## src/design/uartlrt_pkg.sv

```systemverilog
// Shared types and constants for the 8N1 line receiver and transmitter.
package uartlrt_pkg;

	// Frame format and field widths.
	localparam int DataBits = 8;
	localparam int ByteW    = 8;
	localparam int BitIdxW  = $clog2(DataBits + 1);
	localparam int TimerW   = 16;
	localparam int WaitW    = 32;
	localparam int CountW   = 8;
	localparam int CfgIdxW  = 3;
	localparam int CfgDataW = 32;
	localparam int SDataW   = 16;
	localparam int MDataW   = 24;

	// Character codes used by the line terminator test.
	localparam logic [ByteW-1:0] CharCr = 8'h0D;
	localparam logic [ByteW-1:0] CharLf = 8'h0A;
	localparam logic [CountW-1:0] CountMax = 8'hFF;

	// Register reset values.
	localparam logic [TimerW-1:0] BitPeriodRst  = 16'd1667;
	localparam logic [WaitW-1:0]  RxTimeoutRst  = 32'd0;
	localparam logic [ByteW-1:0]  TermCharRst   = 8'd10;
	localparam logic [CountW-1:0] MaxLengthRst  = 8'd255;

	typedef enum logic [1:0] {
		CMD_TICK      = 2'd0,
		CMD_SEND      = 2'd1,
		CMD_READ_BYTE = 2'd2,
		CMD_READ_LINE = 2'd3
	} cmd_t;

	typedef enum logic [CfgIdxW-1:0] {
		CFG_BIT_PERIOD = 3'd0,
		CFG_RX_TIMEOUT = 3'd1,
		CFG_TERM_SEL   = 3'd2,
		CFG_TERM_CHAR  = 3'd3,
		CFG_MAX_LENGTH = 3'd4
	} cfg_idx_t;

	typedef enum logic [1:0] {
		TX_IDLE  = 2'd0,
		TX_START = 2'd1,
		TX_DATA  = 2'd2,
		TX_STOP  = 2'd3
	} tx_phase_t;

	typedef enum logic [2:0] {
		RX_IDLE  = 3'd0,
		RX_ARMED = 3'd1,
		RX_HALF  = 3'd2,
		RX_DATA  = 3'd3,
		RX_STOP  = 3'd4
	} rx_phase_t;

endpackage

```

## src/design/uart_8n1_line_receiver_transmitter.sv

```systemverilog
// Top level: 8N1 serial transmitter and line receiver, one item per bit-timing tick.
// Path: an accepted item passes the input register, then the result register, and its
// result is held there while the output side stalls.
// Throughput: one item per cycle unless the output stalls; the whole tick of both state
// machines is one pass of logic between the input register and the result register.
// Reset: arst_n clears both state machines to idle, the line level to high, the
// configuration to its defaults and both channel registers to empty.
module uart_8n1_line_receiver_transmitter
	import uartlrt_pkg::*;
(
	input  logic                clk,
	input  logic                arst_n,
	input  logic                s_tvalid,
	output logic                s_tready,
	// cmd [1:0], tx_byte [9:2], rx_pin [10], zero fill above
	input  logic [SDataW-1:0]   s_tdata,
	output logic                m_tvalid,
	input  logic                m_tready,
	// tx_line [0], tx_busy [1], rx_busy [2], byte_valid [3], rx_byte [11:4],
	// timed_out [12], char_count [20:13], zero fill above
	output logic [MDataW-1:0]   m_tdata,
	// line_end
	output logic                m_tlast,
	input  logic                cfg_we,
	input  logic [CfgIdxW-1:0]  cfg_index,
	input  logic [CfgDataW-1:0] cfg_data
);

	// Configuration registers.
	logic [TimerW-1:0] bit_period_q;
	logic [WaitW-1:0]  rx_timeout_q;
	logic              term_select_q;
	logic [ByteW-1:0]  term_char_q;
	logic [CountW-1:0] max_length_q;

	always_ff @(posedge clk or negedge arst_n) begin
		if (!arst_n) begin
			bit_period_q  <= BitPeriodRst;
			rx_timeout_q  <= RxTimeoutRst;
			term_select_q <= 1'b0;
			term_char_q   <= TermCharRst;
			max_length_q  <= MaxLengthRst;
		end else if (cfg_we) begin
			unique case (cfg_idx_t'(cfg_index))
				CFG_BIT_PERIOD: bit_period_q  <= cfg_data[TimerW-1:0];
				CFG_RX_TIMEOUT: rx_timeout_q  <= cfg_data[WaitW-1:0];
				CFG_TERM_SEL:   term_select_q <= cfg_data[0];
				CFG_TERM_CHAR:  term_char_q   <= cfg_data[ByteW-1:0];
				CFG_MAX_LENGTH: max_length_q  <= cfg_data[CountW-1:0];
				default: ;
			endcase
		end
	end

	// Input register stage.
	logic             valid_s1;
	cmd_t             cmd_s1;
	logic [ByteW-1:0] tx_byte_s1;
	logic             rx_pin_s1;
	logic             advance;

	assign advance  = valid_s1 && (!m_tvalid || m_tready);
	assign s_tready = !valid_s1 || advance;

	always_ff @(posedge clk or negedge arst_n) begin
		if (!arst_n) begin
			valid_s1 <= 1'b0;
		end else if (s_tready) begin
			valid_s1 <= s_tvalid;
		end
	end

	always_ff @(posedge clk) begin
		if (s_tvalid && s_tready) begin
			cmd_s1     <= cmd_t'(s_tdata[1:0]);
			tx_byte_s1 <= s_tdata[9:2];
			rx_pin_s1  <= s_tdata[10];
		end
	end

	// Machine state.
	tx_phase_t            tx_phase_q;
	logic [DataBits-1:0]  tx_shift_q;
	logic [BitIdxW-1:0]   tx_bit_index_q;
	logic [TimerW-1:0]    tx_timer_q;
	rx_phase_t            rx_phase_q;
	logic [TimerW-1:0]    rx_timer_q;
	logic [DataBits-1:0]  rx_shift_q;
	logic [BitIdxW-1:0]   rx_bit_index_q;
	logic [WaitW-1:0]     wait_counter_q;
	logic                 last_rx_level_q;
	logic                 line_mode_q;
	logic [CountW-1:0]    line_count_q;

	tx_phase_t            tx_phase_d;
	logic [DataBits-1:0]  tx_shift_d;
	logic [BitIdxW-1:0]   tx_bit_index_d;
	logic [TimerW-1:0]    tx_timer_d;
	rx_phase_t            rx_phase_d;
	logic [TimerW-1:0]    rx_timer_d;
	logic [DataBits-1:0]  rx_shift_d;
	logic [BitIdxW-1:0]   rx_bit_index_d;
	logic [WaitW-1:0]     wait_counter_d;
	logic [CountW-1:0]    line_count_d;

	// Transmitter view of this tick, after a send command has loaded a frame.
	logic                      tx_load;
	tx_phase_t                 tx_ph;
	logic [TimerW-1:0]         tx_tmr;
	logic [DataBits-1:0]       tx_sh;
	logic [BitIdxW-1:0]        tx_idx;
	logic [BitIdxW-1:0]        tx_idx_inc;
	logic [DataBits+ByteW-1:0] tx_ext;
	logic                      tx_done;
	logic [TimerW-1:0]         tx_tmr_nx;

	assign tx_load    = (cmd_s1 == CMD_SEND) && (tx_phase_q == TX_IDLE);
	assign tx_ext     = {{DataBits{1'b0}}, tx_byte_s1};
	assign tx_ph      = tx_load ? TX_START : tx_phase_q;
	assign tx_tmr     = tx_load ? '0 : tx_timer_q;
	assign tx_sh      = tx_load ? tx_ext[DataBits-1:0] : tx_shift_q;
	assign tx_idx     = tx_load ? '0 : tx_bit_index_q;
	assign tx_idx_inc = tx_idx + 1'b1;
	assign tx_done    = ({1'b0, tx_tmr} + 1'b1) >= {1'b0, bit_period_q};
	assign tx_tmr_nx  = tx_done ? '0 : tx_tmr + 1'b1;

	// Receiver view of this tick, after an arm command.
	logic                      rx_arm_cmd;
	rx_phase_t                 rx_ph;
	logic [TimerW-1:0]         rx_tmr;
	logic [WaitW-1:0]          rx_wait;
	logic                      rx_lmode;
	logic [CountW-1:0]         rx_lcount;
	logic [CountW-1:0]         rx_lcount_inc;
	logic [CountW-1:0]         rx_limit;
	logic [TimerW-1:0]         rx_lim;
	logic                      rx_done;
	logic [TimerW-1:0]         rx_tmr_nx;
	logic [BitIdxW-1:0]        rx_idx_inc;
	logic                      start_edge;
	logic                      tout_hit;
	logic [DataBits+ByteW-1:0] rx_ext;
	logic [ByteW-1:0]          rx_b;
	logic                      is_term;
	logic                      byte_done;
	logic                      line_done;

	assign rx_arm_cmd = ((cmd_s1 == CMD_READ_BYTE) || (cmd_s1 == CMD_READ_LINE))
		&& (rx_phase_q == RX_IDLE);
	assign rx_ph      = rx_arm_cmd ? RX_ARMED : rx_phase_q;
	assign rx_tmr     = rx_arm_cmd ? '0 : rx_timer_q;
	assign rx_wait    = rx_arm_cmd ? '0 : wait_counter_q;
	assign rx_lmode   = rx_arm_cmd ? (cmd_s1 == CMD_READ_LINE) : line_mode_q;
	assign rx_lcount  = rx_arm_cmd ? '0 : line_count_q;

	// The half-bit wait runs on half the period.
	assign rx_lim     = (rx_ph == RX_HALF) ? {1'b0, bit_period_q[TimerW-1:1]} : bit_period_q;
	assign rx_done    = ({1'b0, rx_tmr} + 1'b1) >= {1'b0, rx_lim};
	assign rx_tmr_nx  = rx_done ? '0 : rx_tmr + 1'b1;
	assign rx_idx_inc = rx_bit_index_q + 1'b1;

	// A start edge is a falling pin against the previous tick's level.
	assign start_edge = last_rx_level_q && !rx_pin_s1;
	assign tout_hit   = !start_edge && (rx_timeout_q != '0) && (rx_wait >= rx_timeout_q);

	// Received byte and line end test.
	assign rx_ext        = {{ByteW{1'b0}}, rx_shift_q};
	assign rx_b          = rx_ext[ByteW-1:0];
	assign is_term       = term_select_q ? (rx_b == term_char_q)
		: ((rx_b == CharCr) || (rx_b == CharLf));
	assign rx_lcount_inc = (rx_lcount != CountMax) ? rx_lcount + 1'b1 : rx_lcount;
	assign rx_limit      = (max_length_q != '0) ? max_length_q : CountW'(1);
	assign byte_done     = (rx_ph == RX_STOP) && rx_done;
	assign line_done     = !rx_lmode || is_term || (rx_lcount_inc >= rx_limit);

	// Next state of the transmitter.
	always_comb begin
		tx_phase_d     = tx_ph;
		tx_shift_d     = tx_sh;
		tx_bit_index_d = tx_idx;
		tx_timer_d     = tx_tmr;
		unique case (tx_ph)
			TX_IDLE: ;
			TX_START: begin
				tx_timer_d = tx_tmr_nx;
				if (tx_done) begin
					tx_phase_d     = TX_DATA;
					tx_bit_index_d = '0;
				end
			end
			TX_DATA: begin
				tx_timer_d = tx_tmr_nx;
				if (tx_done) begin
					tx_shift_d     = tx_sh >> 1;
					tx_bit_index_d = tx_idx_inc;
					if (tx_idx_inc >= BitIdxW'(DataBits)) begin
						tx_phase_d = TX_STOP;
					end
				end
			end
			TX_STOP: begin
				tx_timer_d = tx_tmr_nx;
				if (tx_done) begin
					tx_phase_d = TX_IDLE;
				end
			end
			default: tx_phase_d = TX_IDLE;
		endcase
	end

	// Next state of the receiver.
	always_comb begin
		rx_phase_d     = rx_ph;
		rx_timer_d     = rx_tmr;
		rx_shift_d     = rx_shift_q;
		rx_bit_index_d = rx_bit_index_q;
		wait_counter_d = rx_wait;
		line_count_d   = rx_lcount;
		unique case (rx_ph)
			RX_IDLE: ;
			RX_ARMED: begin
				if (start_edge) begin
					rx_phase_d = RX_HALF;
					rx_timer_d = '0;
				end else if (tout_hit) begin
					rx_phase_d = RX_IDLE;
				end else if (rx_wait != '1) begin
					wait_counter_d = rx_wait + 1'b1;
				end
			end
			RX_HALF: begin
				rx_timer_d = rx_tmr_nx;
				if (rx_done) begin
					rx_phase_d     = RX_DATA;
					rx_bit_index_d = '0;
					rx_shift_d     = '0;
				end
			end
			RX_DATA: begin
				rx_timer_d = rx_tmr_nx;
				if (rx_done) begin
					rx_shift_d     = {rx_pin_s1, rx_shift_q[DataBits-1:1]};
					rx_bit_index_d = rx_idx_inc;
					if (rx_idx_inc >= BitIdxW'(DataBits)) begin
						rx_phase_d = RX_STOP;
					end
				end
			end
			RX_STOP: begin
				rx_timer_d = rx_tmr_nx;
				if (rx_done) begin
					line_count_d = rx_lcount_inc;
					if (line_done) begin
						rx_phase_d = RX_IDLE;
					end else begin
						// Re-arm for the next byte of the line.
						rx_phase_d     = RX_ARMED;
						rx_timer_d     = '0;
						wait_counter_d = '0;
					end
				end
			end
			default: rx_phase_d = RX_IDLE;
		endcase
	end

	// Result fields of this tick.
	logic              tx_line;
	logic              timed_out;
	logic              line_end;
	logic [ByteW-1:0]  rx_byte;
	logic [CountW-1:0] char_count;

	always_comb begin
		unique case (tx_ph)
			TX_START: tx_line = 1'b0;
			TX_DATA:  tx_line = tx_sh[0];
			default:  tx_line = 1'b1;
		endcase
		timed_out  = (rx_ph == RX_ARMED) && tout_hit;
		line_end   = timed_out || (byte_done && line_done);
		rx_byte    = byte_done ? rx_b : '0;
		char_count = '0;
		if (byte_done && line_done) begin
			char_count = rx_lmode ? rx_lcount_inc : CountW'(1);
		end
	end

	// State registers advance once per accepted tick.
	always_ff @(posedge clk or negedge arst_n) begin
		if (!arst_n) begin
			tx_phase_q      <= TX_IDLE;
			tx_shift_q      <= '0;
			tx_bit_index_q  <= '0;
			tx_timer_q      <= '0;
			rx_phase_q      <= RX_IDLE;
			rx_timer_q      <= '0;
			rx_shift_q      <= '0;
			rx_bit_index_q  <= '0;
			wait_counter_q  <= '0;
			last_rx_level_q <= 1'b1;
			line_mode_q     <= 1'b0;
			line_count_q    <= '0;
		end else if (advance) begin
			tx_phase_q      <= tx_phase_d;
			tx_shift_q      <= tx_shift_d;
			tx_bit_index_q  <= tx_bit_index_d;
			tx_timer_q      <= tx_timer_d;
			rx_phase_q      <= rx_phase_d;
			rx_timer_q      <= rx_timer_d;
			rx_shift_q      <= rx_shift_d;
			rx_bit_index_q  <= rx_bit_index_d;
			wait_counter_q  <= wait_counter_d;
			last_rx_level_q <= rx_pin_s1;
			line_mode_q     <= rx_lmode;
			line_count_q    <= line_count_d;
		end
	end

	// Result register.
	always_ff @(posedge clk or negedge arst_n) begin
		if (!arst_n) begin
			m_tvalid <= 1'b0;
		end else if (advance) begin
			m_tvalid <= 1'b1;
		end else if (m_tready) begin
			m_tvalid <= 1'b0;
		end
	end

	always_ff @(posedge clk) begin
		if (advance) begin
			m_tdata <= {3'b000, char_count, timed_out, rx_byte, byte_done,
				(rx_phase_d != RX_IDLE), (tx_phase_d != TX_IDLE), tx_line};
			m_tlast <= line_end;
		end
	end

	// A timeout result carries no byte and a zero count.
	assert property (@(posedge clk) disable iff (!arst_n)
		m_tvalid && m_tdata[12] |-> m_tlast && !m_tdata[3] && (m_tdata[20:13] == '0))
		else $error("timeout result carries byte or count");

	// A nonzero count only comes with the end of a read.
	assert property (@(posedge clk) disable iff (!arst_n)
		m_tvalid && (m_tdata[20:13] != '0) |-> m_tlast && m_tdata[3])
		else $error("count without line end");

	// Bit counters never pass the frame width.
	assert property (@(posedge clk) disable iff (!arst_n)
		(rx_bit_index_q <= BitIdxW'(DataBits)) && (tx_bit_index_q <= BitIdxW'(DataBits)))
		else $error("bit index out of range");

	// Every processed tick lands in the result register.
	assert property (@(posedge clk) disable iff (!arst_n)
		advance |=> m_tvalid)
		else $error("processed tick lost");

	// The receiver is idle right after a line end.
	assert property (@(posedge clk) disable iff (!arst_n)
		advance && line_end |=> rx_phase_q == RX_IDLE)
		else $error("receiver busy after line end");

endmodule

```

## config.mk

```make
export PLATFORM = sky130hd
export DESIGN_NAME = uart_8n1_line_receiver_transmitter
export DESIGN_NICKNAME = d
export VERILOG_FILES = /design/src/design/uartlrt_pkg.sv /design/src/design/uart_8n1_line_receiver_transmitter.sv
export SDC_FILE = /design/constraint.sdc
export NUM_CORES = 1
export LEC_CHECK = 0
export ABC_AREA = 1
export BUFFER_PORTS_ARGS = -buffer_cell sky130_fd_sc_hd__buf_2
export CORE_UTILIZATION = 35
export CTS_BUF_LIST = sky130_fd_sc_hd__clkbuf_8
export CTS_CLUSTER_DIAMETER = 60
export DETAILED_ROUTE_END_ITERATION = 6
export HOLD_SLACK_MARGIN = 0.15
export PLACE_DENSITY = 0.54
export SLEW_MARGIN = 20
export SYNTH_ARGS = -nofsm -noshare
export SYNTH_HDL_FRONTEND = slang
export SYNTH_SLANG_ARGS = --single-unit
```

## constraint.sdc

```tcl
create_clock -name clk -period 6.1 [get_ports clk]
set_input_delay 1.22 -clock clk [delete_from_list [all_inputs] [get_ports clk]]
set_output_delay 1.22 -clock clk [all_outputs]
set_load 0.03 [all_outputs]
```

==> reports/metrics.cfg <==
[drt]
routed_wl_um = 40100
drtPass1Iterations = 5
ant_nets = 0
routedWlPerCell_um = 15.3
vias = 12988
viasPerCell = 4.95
drtIter0Drc = 789
drc = 0

[pwr]
power_uw = 7270
power_frac_comb = 0.511
pwr-share-clk = 0.196
vdd_drop_max_mv = 0.278
swShare = 0.477
p_int_uw = 3800
p_sw_uw = 3470
p_leak_uw = 0.00795
sequentialPowerShare = 0.293
pwr_density_cell_nw_per_um2 = 462

[synthesis]
synth_commonest_cells = 488 x nand2_1, 266 x inv_1, 232 x nor2_1
yosysWarningCount = 0
synth_cell_types = 54
yosysTopAreaCellShare = 0.272
async_flop_share = 0.837
syn_area_um2 = 14100
avgSynthCellArea_um2 = 7.06
synthTopCellsByArea = dfrtp_1 27%, nand2_1 13%, nand3_1 7.5%, inv_1 7.1%, edfxtp_1 7.0%
yosysSeqAreaShare = 0.372
syn-instance-count = 2004
synth.most_common_cell = nand2_1
yosysTopAreaCell = dfrtp_1
synth_edf_count = 33
synthFlopType = dfrtp_1
synth-seq-cells = 203

[placed_design]
gp_congestion = 0.862
dp_slack_ns = 1.17
dpl.hpwl_um = 28300
portBuffers = 74

[clock_tree]
cts_hold_buf = 0
post_cts_resize_count = 0
cts_sinks = 203
clockBufferDepth = 3
numCtsBuffers = 41
cts_tree = built
post_cts_buffers = 0
clk_pin_slew_worst_paths_ns = 0.06
cts_max_level = 2
clk_latency_ns = 0.59
cts_root_buf = clkbuf_8

[die]
start_util = 0.355
core_um2 = 39800
io_pins = 83
placementRows = 73
die_height_um = 203
dieArea_um2 = 41200
die_w_um = 203

[global_route]
grt_pass1_wl_um = 65500
grt_pass1_vias = 12468
overflow = 0
grt_max_degree = 98
grt_use_total = 0.199
grt_antenna_before_repair = 1

[critical_path]
crit_slowest_cell = nand3_4
cp_common_cell = nand2_1
r2r_end = m_tdata[2]
max_stage_delay_ns = 0.46
rrSetupSlack_ns = 1.09
endpoint = m_tdata[2]
crit_buf_inv = 6
cp_data_arrival_time_ns = 5.43
crit_fanout = 33
cp.depth = 26
worstSetupEndpointType = register
reg2reg_depth = 26
r2r-start = cmd_s1[1]
path_delay_family = simple AND/OR/NAND/NOR gates
cp.required_ns = 6.52
crit_start = cmd_s1[1]
path_class = register to register
cp-start-kind = register

[timing]
rsz0062_at_grt = no
worst_slack_ns = 1.09
worstMarginPinSlew_ns = 1.00
hold_viol = 0
tns_ns = 0
slew_violations = 0
final.period_utilization = 0.822
skew_ns = 0.0367
setup_viol = 0
clock.fmax_ghz = 0.199
slew_headroom = 0.333
finalCriticalPeriod_ns = 5.01

[flow_run]
maxCapViolCount = 0

[layout]
fillCellCount = 4298
areaGrowthSynthToFinish_pct = 11.3
nets = 2200
final_core_util = 0.396
drive_gt1_frac = 0.112

[outcome]
status = completed

[min_path]
min_from = line_mode_q
min_path_type = register to register

layout by cell type, fill, tap and decap left out, types with 7 or more instances in the layout:
master | Yosys | layout
nand2_1 | 488 | 487
inv_1 | 266 | 282
nor2_1 | 232 | 232
nand3_1 | 212 | 212
dfrtp_1 | 154 | 154
o21ai_0 | 111 | 111
a21oi_1 | 97 | 97
ha_1 | 79 | 79
buf_2 | 10 | 73
clkbuf_8 | 0 | 45
xor2_1 | 33 | 33
edfxtp_1 | 33 | 33
nand4_1 | 22 | 22
o21ai_1 | 21 | 21
buf_4 | 7 | 17
dfstp_2 | 16 | 16
nor2_2 | 15 | 15
inv_2 | 14 | 14
nand2_2 | 12 | 13
xnor2_1 | 13 | 13
o22ai_1 | 13 | 13
clkinv_1 | 11 | 12
nor3_1 | 10 | 10
nor4_1 | 7 | 7
mux2i_1 | 7 | 7
clkinv_2 | 0 | 7
through the flow:
stage	cells	cell area [µm²]	hold slack, ns
after floorplan	2006	14200	0.449
after global placement	2547	14900	0.461
after detailed placement	2547	14900	0.469
after CTS	2623	15800	0.487
after global routing	2623	15800	0.508
final	2624	15800	0.482
area by class of cell:
class,count,area (µm²),area share
clock inverter,31,198,0.0125
antenna,1,2.50,0.000159
tap,525,657,0.0417
clock buffer,45,619,0.0393
multi-input combinational,1437,7410,0.471
timing repair buffer,91,504,0.0320
inverter,291,1090,0.0695
sequential,203,5270,0.334
routing by layer:
layer / share of wire / global-route usage / routed length (µm) / up-vias
met2: 0.46 / 0.325 / 18600 / 368
met1: 0.46 / 0.267 / 18500 / 5987
met4: 0.022 / 0.0661 / 894 / 0
met3: 0.053 / 0.0311 / 2130 / 58
li1: - / - / - / 6575
met5: 0 / 0 / 0 / -
kinds of logic after synthesis:
| group | synth area share |
|---|---|
| and+or+nand+nor | 0.318 |
| buffers and inverters | 0.105 |
| AOI/OAI and AO/OA | 0.102 |
| DFF | 0.372 |
| adders and majority gates | 0.0699 |
| xor gates and xnor gates | 0.0285 |
| muxes | 0.00495 |
| other | 0.000265 |
worst register-to-register path, delay by kind of cell (launching register included):
| family | cells | cell delay [ns] |
|---|---|---|
| and+or+nand+nor | 14 | 2.34 |
| buffers and inverters | 6 | 0.95 |
| adders and majority gates | 2 | 0.57 |
| DFF | 1 | 0.39 |
| AOI/OAI and AO/OA | 3 | 0.33 |
| xor gates and xnor gates | 1 | 0.27 |
how the worst min path moves through the flow:
stage                     to  slack, ns  cells past startpoint
2_1_floorplan  tx_shift_q[5]       0.45                      2
3_3_place_gp   tx_shift_q[5]       0.46                      2
3_5_place_dp   tx_shift_q[5]       0.47                      2
4_1_cts        tx_shift_q[5]       0.49                      2
5_1_grt          line_mode_q       0.51                      2
6_report         line_mode_q       0.48                      2
power by group through the flow:
| stage | combinational [µW] | clock (µW) | sequential (µW) |
|---|---|---|---|
| floorplan | 2810 | 0 | 2100 |
| global placement | 3610 | 0 | 2140 |
| detailed placement | 3700 | 0 | 2150 |
| CTS | 3720 | 1470 | 2130 |
| global route | 4260 | 1540 | 2180 |
| finish | 3710 | 1430 | 2130 |
registers in the layout, summed over array words and instances, names as in the netlist, 8 cells and up:
signal          flops
tx_timer_q         16
line_count_q        8
tx_shift_q          8
rx_timeout_q       32
m_tdata            21
rx_timer_q         16
tx_byte_s1          8
term_char_q         8
bit_period_q       16
wait_counter_q     32
max_length_q        8
rx_b                8
Note: power is estimated with default switching activity, not from simulation.
